**src/hw/rtl/slbs_ram.sv**
```systemverilog
`timescale 1ns / 1ps
// ----------------------------------------------------------------------------
// slbs_ram
// Simple dual-port RAM: one write port, one read port, registered read data.
// ----------------------------------------------------------------------------
module slbs_ram #(
	parameter int unsigned Width = 8,
	parameter int unsigned Depth = 2
) (
	input  logic                                    clk,
	input  logic                                    we,
	input  logic [((Depth > 1) ? $clog2(Depth) : 1)-1:0] waddr,
	input  logic [Width-1:0]                        wdata,
	input  logic                                    re,
	input  logic [((Depth > 1) ? $clog2(Depth) : 1)-1:0] raddr,
	output logic [Width-1:0]                        rdata
);

	logic [Width-1:0] mem [Depth];

	always_ff @(posedge clk) begin
		if (we) begin
			mem[waddr] <= wdata;
		end
	end

	// read data holds while no read is issued
	always_ff @(posedge clk) begin
		if (re) begin
			rdata <= mem[raddr];
		end
	end

endmodule

```
**config.mk**
```make
export PLATFORM = sky130hd
export DESIGN_NAME = slbs_ram
export DESIGN_NICKNAME = d
export VERILOG_FILES = /design/src/hw/rtl/slbs_ram.sv
export SDC_FILE = /design/constraint.sdc
export NUM_CORES = 1
export LEC_CHECK = 0
export ABC_AREA = 1
export BUFFER_PORTS_ARGS = -buffer_cell sky130_fd_sc_hd__buf_2
export CAP_MARGIN = 20
export CORE_ASPECT_RATIO = 0.9
export CORE_MARGIN = 10
export CORE_UTILIZATION = 45
export CTS_CLUSTER_DIAMETER = 30
export CTS_CLUSTER_SIZE = 20
export DETAILED_ROUTE_END_ITERATION = 12
export PLACE_DENSITY_LB_ADDON = 0.2
export SLEW_MARGIN = 20
export SYNTH_ARGS = -nofsm -noshare
export SYNTH_HDL_FRONTEND = slang
export SYNTH_SLANG_ARGS = --single-unit
export TNS_END_PERCENT = 30
```
**constraint.sdc**
```tcl
create_clock -name clk -period 2.6 [get_ports clk]
set_clock_uncertainty 0.15 [all_clocks]
set_input_delay 0.52 -clock clk [delete_from_list [all_inputs] [get_ports clk]]
set_output_delay 0.52 -clock clk [all_outputs]
set_load 0.02 [all_outputs]
```
### Yosys cells after proc, flatten, opt, wreduce, memory -nomap -nowiden

Memory sizes are Yosys's and may differ from the RTL's. A register that Yosys moved wholly into a read port is not among the register bits.
Cells that the tools add are included.

* mux-type cells: 2

Operators with widths (count)
* 2-to-1 mux 1 bit: 2

* bits in writable memories: 16
* flip-flop bits (word level): 0
* output and inout bits: 8
* word-level logic and storage cells: 3
* input bits: 13
* memories kept: 1

Memory list
* mem: words 2, width 8, rd ports 1, clocked after Yosys merged registers in 1, write ports 1, line 19 `logic [Width-1:0] mem [Depth];`

### Depth between registers and ports, before layout

* depth after elaboration: 2
* mapped depth: 4
* depth with buffers taken out: 3

### Least setup slack after synthesis

OpenSTA, ideal clock, no wires.

* path type: input to register
* start point: in we
* end point: mem mem[0][0], enable pin
* arrival: 0.909 ns
* setup time: 0.371 ns
* setup slack: 1.170 ns
* data required time: 2.079 ns
* stages on the path: 2
* path buffers: 0
* path through: inv_1 > nor2_1

* cells in the longest elaborated chain, start to end: 2

RTL lines
* from (decl): line 11 `input logic we,`
* 2-to-1 mux 1 bit: line 22 `if (we) begin`
* 2-to-1 mux 1 bit (implied by the code): line 23 `mem[waddr] <= wdata;`
* to (decl): line 19

No other way between the ends.

### Worst setup path after layout

* start point: reg rdata[0], read port of mem
* end point: out rdata[0]

RTL lines
* from (decl): line 16 `output logic [Width-1:0] rdata`

No word-level cell between the ends.

==> report_table.html <==
<table>
<tr><th>Metric</th><th>Value</th></tr>
<tr><th colspan="2">Detailed routing</th></tr>
<tr><td>Iteration-0 DRC Markers</td><td>8</td></tr>
<tr><td>Total number of vias</td><td>430</td></tr>
<tr><td>Initial DRT Pass Iterations</td><td>2</td></tr>
<tr><td>Final ANT Viol Nets</td><td>0</td></tr>
<tr><td>Total DRC errors in the routed layout</td><td>0</td></tr>
<tr><td>DRT Wirelength</td><td>1160 µm</td></tr>
<tr><td>Routed length per instance</td><td>11.6 µm</td></tr>
<tr><td>Detail-routed via count per cell</td><td>4.30</td></tr>
<tr><th colspan="2">Hold path</th></tr>
<tr><td>Sink of the worst hold path</td><td>mem[0][3]</td></tr>
<tr><td>Hold Path Stages</td><td>1</td></tr>
<tr><td>Classification of the worst-slack hold path</td><td>in -&gt; reg</td></tr>
<tr><td>Hold path startpoint</td><td>wdata[3]</td></tr>
<tr><th colspan="2">Setup path</th></tr>
<tr><td>Req. time, crit path</td><td>1.93 ns</td></tr>
<tr><td>Worst setup path class</td><td>reg -&gt; out</td></tr>
<tr><td>Cell family contributing the most delay on the critical path</td><td>flip-flops</td></tr>
<tr><td>Maximum cell stage delay along the critical path</td><td>0.38 ns</td></tr>
<tr><td>Worst reg2reg path endpoint</td><td>rdata[2]</td></tr>
<tr><td>Number of cells on the worst reg-to-reg path</td><td>2</td></tr>
<tr><td>Worst path bufs/invs</td><td>1</td></tr>
<tr><td>Setup slack on the worst flop-to-flop path</td><td>1.72 ns</td></tr>
<tr><td>Launching instance or port of the critical path</td><td>rdata[0]</td></tr>
<tr><td>Critical Path, Cell by Cell</td><td>buf_2</td></tr>
<tr><td>Slowest cell on crit path</td><td>sky130_fd_sc_hd__edfxtp_1</td></tr>
<tr><td>Critical path arrival</td><td>0.83 ns</td></tr>
<tr><td>Element type at the critical path end</td><td>output pin</td></tr>
<tr><td>Largest driver fanout on the critical path</td><td>1</td></tr>
<tr><td>Launching point of the worst reg2reg path</td><td>mem[0][2]</td></tr>
<tr><td>Launching element type of the critical path</td><td>flip-flop</td></tr>
<tr><th colspan="2">GRT</th></tr>
<tr><td>Vias in the first global route</td><td>460</td></tr>
<tr><td>Wire length of the first global-routing pass</td><td>1920 µm</td></tr>
<tr><td>Initial antenna violation count</td><td>0</td></tr>
<tr><td>GRT Total Usage</td><td>6.58%</td></tr>
<tr><td>Pin count of the biggest net entering global routing</td><td>13</td></tr>
<tr><td>Total overflow reported by the global router</td><td>0</td></tr>
<tr><th colspan="2">Yosys</th></tr>
<tr><td>Syn Std Cell Area</td><td>841 µm²</td></tr>
<tr><td>Number of synthesized flops with an enable pin</td><td>24</td></tr>
<tr><td>Post-synthesis cell type count</td><td>6</td></tr>
<tr><td>Leading area contributor after synthesis</td><td>sky130_fd_sc_hd__edfxtp_1</td></tr>
<tr><td>Post-synthesis sequential area ratio</td><td>85.7%</td></tr>
<tr><td>Portion of synthesized cell area occupied by the leading cell type</td><td>85.7%</td></tr>
<tr><td>Asr flop ratio synth</td><td>0%</td></tr>
<tr><td>Seq cells post-synth</td><td>24</td></tr>
<tr><td>Syn Area/Cell</td><td>15.6 µm²</td></tr>
<tr><td>Net count after synthesis</td><td>67</td></tr>
<tr><td>Primary FF master, synth</td><td>sky130_fd_sc_hd__edfxtp_1</td></tr>
<tr><td>Largest cells by area after synthesis</td><td>sky130_fd_sc_hd__edfxtp_1 (86%), sky130_fd_sc_hd__nand2_1 (11%), sky130_fd_sc_hd__buf_6 (1.3%), sky130_fd_sc_hd__inv_1 (0.89%), sky130_fd_sc_hd__inv_2 (0.45%)</td></tr>
<tr><td>Synth Warn #</td><td>0</td></tr>
<tr><td>Count of mapped cells out of synthesis</td><td>54</td></tr>
<tr><td>Cell with the most instances after synthesis</td><td>sky130_fd_sc_hd__nand2_1</td></tr>
<tr><td>Synth top cells by count</td><td>sky130_fd_sc_hd__nand2_1 (25), sky130_fd_sc_hd__edfxtp_1 (24), sky130_fd_sc_hd__inv_1 (2)</td></tr>
<tr><th colspan="2">Timing</th></tr>
<tr><td>Final cycle utilization of the critical path</td><td>57.8%</td></tr>
<tr><td>Max Freq</td><td>665 MHz</td></tr>
<tr><td>Final slew viol count</td><td>0</td></tr>
<tr><td>Unrepaired setup endpoints after global routing</td><td>no</td></tr>
<tr><td>Remaining max-slew budget at the tightest pin</td><td>58.9%</td></tr>
<tr><td>Actual transition at the worst max-transition pin</td><td>0.614 ns</td></tr>
<tr><td>Setup TNS Final</td><td>0 ns</td></tr>
<tr><td>Final count of hold timing violations</td><td>0</td></tr>
<tr><td>Shortest clock period the worst path allows after layout</td><td>1.50 ns</td></tr>
<tr><td>Final setup violation count</td><td>0</td></tr>
<tr><th colspan="2">Power and ir drop</th></tr>
<tr><td>Power density over cell area</td><td>670 nW/µm²</td></tr>
<tr><td>Leakage power</td><td>0.415 nW</td></tr>
<tr><td>Maximum VDD drop</td><td>320 µV</td></tr>
<tr><td>Total power draw</td><td>658 µW</td></tr>
<tr><th colspan="2">Cells and area</th></tr>
<tr><td>Antenna fix cells</td><td>0</td></tr>
<tr><td>Area grow syn2layout</td><td>16.8%</td></tr>
<tr><td>Fraction of layout instances using a drive strength above 1</td><td>31.6%</td></tr>
<tr><td>Post-layout net count</td><td>91</td></tr>
<tr><th colspan="2">Floorplan</th></tr>
<tr><td>Std-Cell Rows</td><td>14</td></tr>
<tr><td>I/O Pins</td><td>21</td></tr>
<tr><td>Core Footprint</td><td>1720 µm²</td></tr>
<tr><td>Initial Util</td><td>49.0%</td></tr>
<tr><td>Height of the die</td><td>61.0 µm</td></tr>
<tr><td>Horizontal extent of the die</td><td>65.6 µm</td></tr>
<tr><td>Floorplan die area</td><td>4000 µm²</td></tr>
<tr><th colspan="2">Outcome</th></tr>
<tr><td>Status</td><td>complete, no violations</td></tr>
<tr><th colspan="2">CTS</th></tr>
<tr><td>Hold_buf cts</td><td>0</td></tr>
<tr><td>Buffer depth of the longest clock path</td><td>2</td></tr>
<tr><td>CTS H-tree depth</td><td>1</td></tr>
<tr><td>Reg clk slew, reported paths</td><td>0.11 ns</td></tr>
<tr><td>TritonCTS buffer count</td><td>3</td></tr>
<tr><td>Clock sink total</td><td>24</td></tr>
<tr><td>Post-CTS resize count</td><td>0</td></tr>
<tr><td>Clock tree from TritonCTS</td><td>built</td></tr>
<tr><td>Library cell used as clock root buffer</td><td>sky130_fd_sc_hd__clkbuf_4</td></tr>
<tr><td>Post CTS Setup Buffer Count</td><td>0</td></tr>
<tr><td>Clock latency reported for the late side of the worst-skew pair</td><td>0.29 ns</td></tr>
<tr><th colspan="2">Flow run</th></tr>
<tr><td>MaxCap Viol Count</td><td>0</td></tr>
<tr><th colspan="2">Placement</th></tr>
<tr><td>DP HPWL</td><td>894 µm</td></tr>
<tr><td>Number of I/O port buffers</td><td>20</td></tr>
<tr><td>Routability Congestion</td><td>0.683</td></tr>
</table>
-- flip-flops by register name (all words and copies together) (netlist names) --
register and flops:
rdata 8, mem 16
-- cell families after synthesis --
kind of cell,count (synthesis),synth area share (%)
and+or+nand+nor,26,11.6
DFF,24,85.7
buffers and inverters,4,2.68
-- cell usage in the layout, fill, tap and decap left out --
master	n
sky130_fd_sc_hd__nand2_1	25
sky130_fd_sc_hd__edfxtp_1	24
sky130_fd_sc_hd__buf_2	20
sky130_fd_sc_hd__clkbuf_4	3
sky130_fd_sc_hd__inv_1	2
sky130_fd_sc_hd__inv_2	1
sky130_fd_sc_hd__nor2_1	1
-- power breakdown --
part	leakage, nW	switching, mW	internal [mW]
Combinational	0.171	0.0354	0.0177
Sequential	0.230	0.00489	0.456
Clock	0.0138	0.0906	0.0539
-- worst max path at each step --
| stage | to | cells past startpoint | slack, ns |
|---|---|---|---|
| finish | rdata[0] | 1 | 1.10 |
| global route | rdata[1] | 1 | 1.04 |
| CTS | rdata[0] | 1 | 1.07 |
| detailed placement | mem[0][7] | 2 | 0.94 |
| global placement | mem[0][7] | 2 | 0.98 |
| floorplan | mem[0][0] | 2 | 1.17 |
-- stage by stage --
step | setup WS [ns] | hold slack (ns) | cell area [µm²] | utilization (%) | cells
floorplan | 1.17 | 0.337 | 841 | - | 54
global placement | 0.982 | 0.347 | 960 | 55.9 | 97
detailed placement | 0.940 | 0.348 | 960 | 55.9 | 97
CTS | 1.07 | 0.247 | 982 | 57.2 | 100
global route | 1.04 | 0.226 | 982 | 57.2 | 100
finish | 1.10 | 0.256 | 982 | 57.2 | 100
-- final cells by class --
cell class                      count  area, µm²
Inverter                            3       11.3
Sequential cell                    24        721
Fill cell                         159        734
Multi-Input combinational cell     26       97.6
Clock buffer                        3       22.5
Timing Repair Buffer               20        100
Tap cell                           24       30.0
-- worst reg2reg max path: cells and delay by family, from the launching register on --
kind          cells  cell delay (ns)
flops             1             0.37
simple gates      2             0.13
-- routing by layer --
metal	global-route usage, %	vias up	part of all wire (%)
li1	-	228	-
met1	6.46	184	42
met2	10.4	16	47
met3	4.42	2	11
met4	3.66	0	0.43
met5	0	-	0
Note: power is estimated with default switching activity, not from simulation.
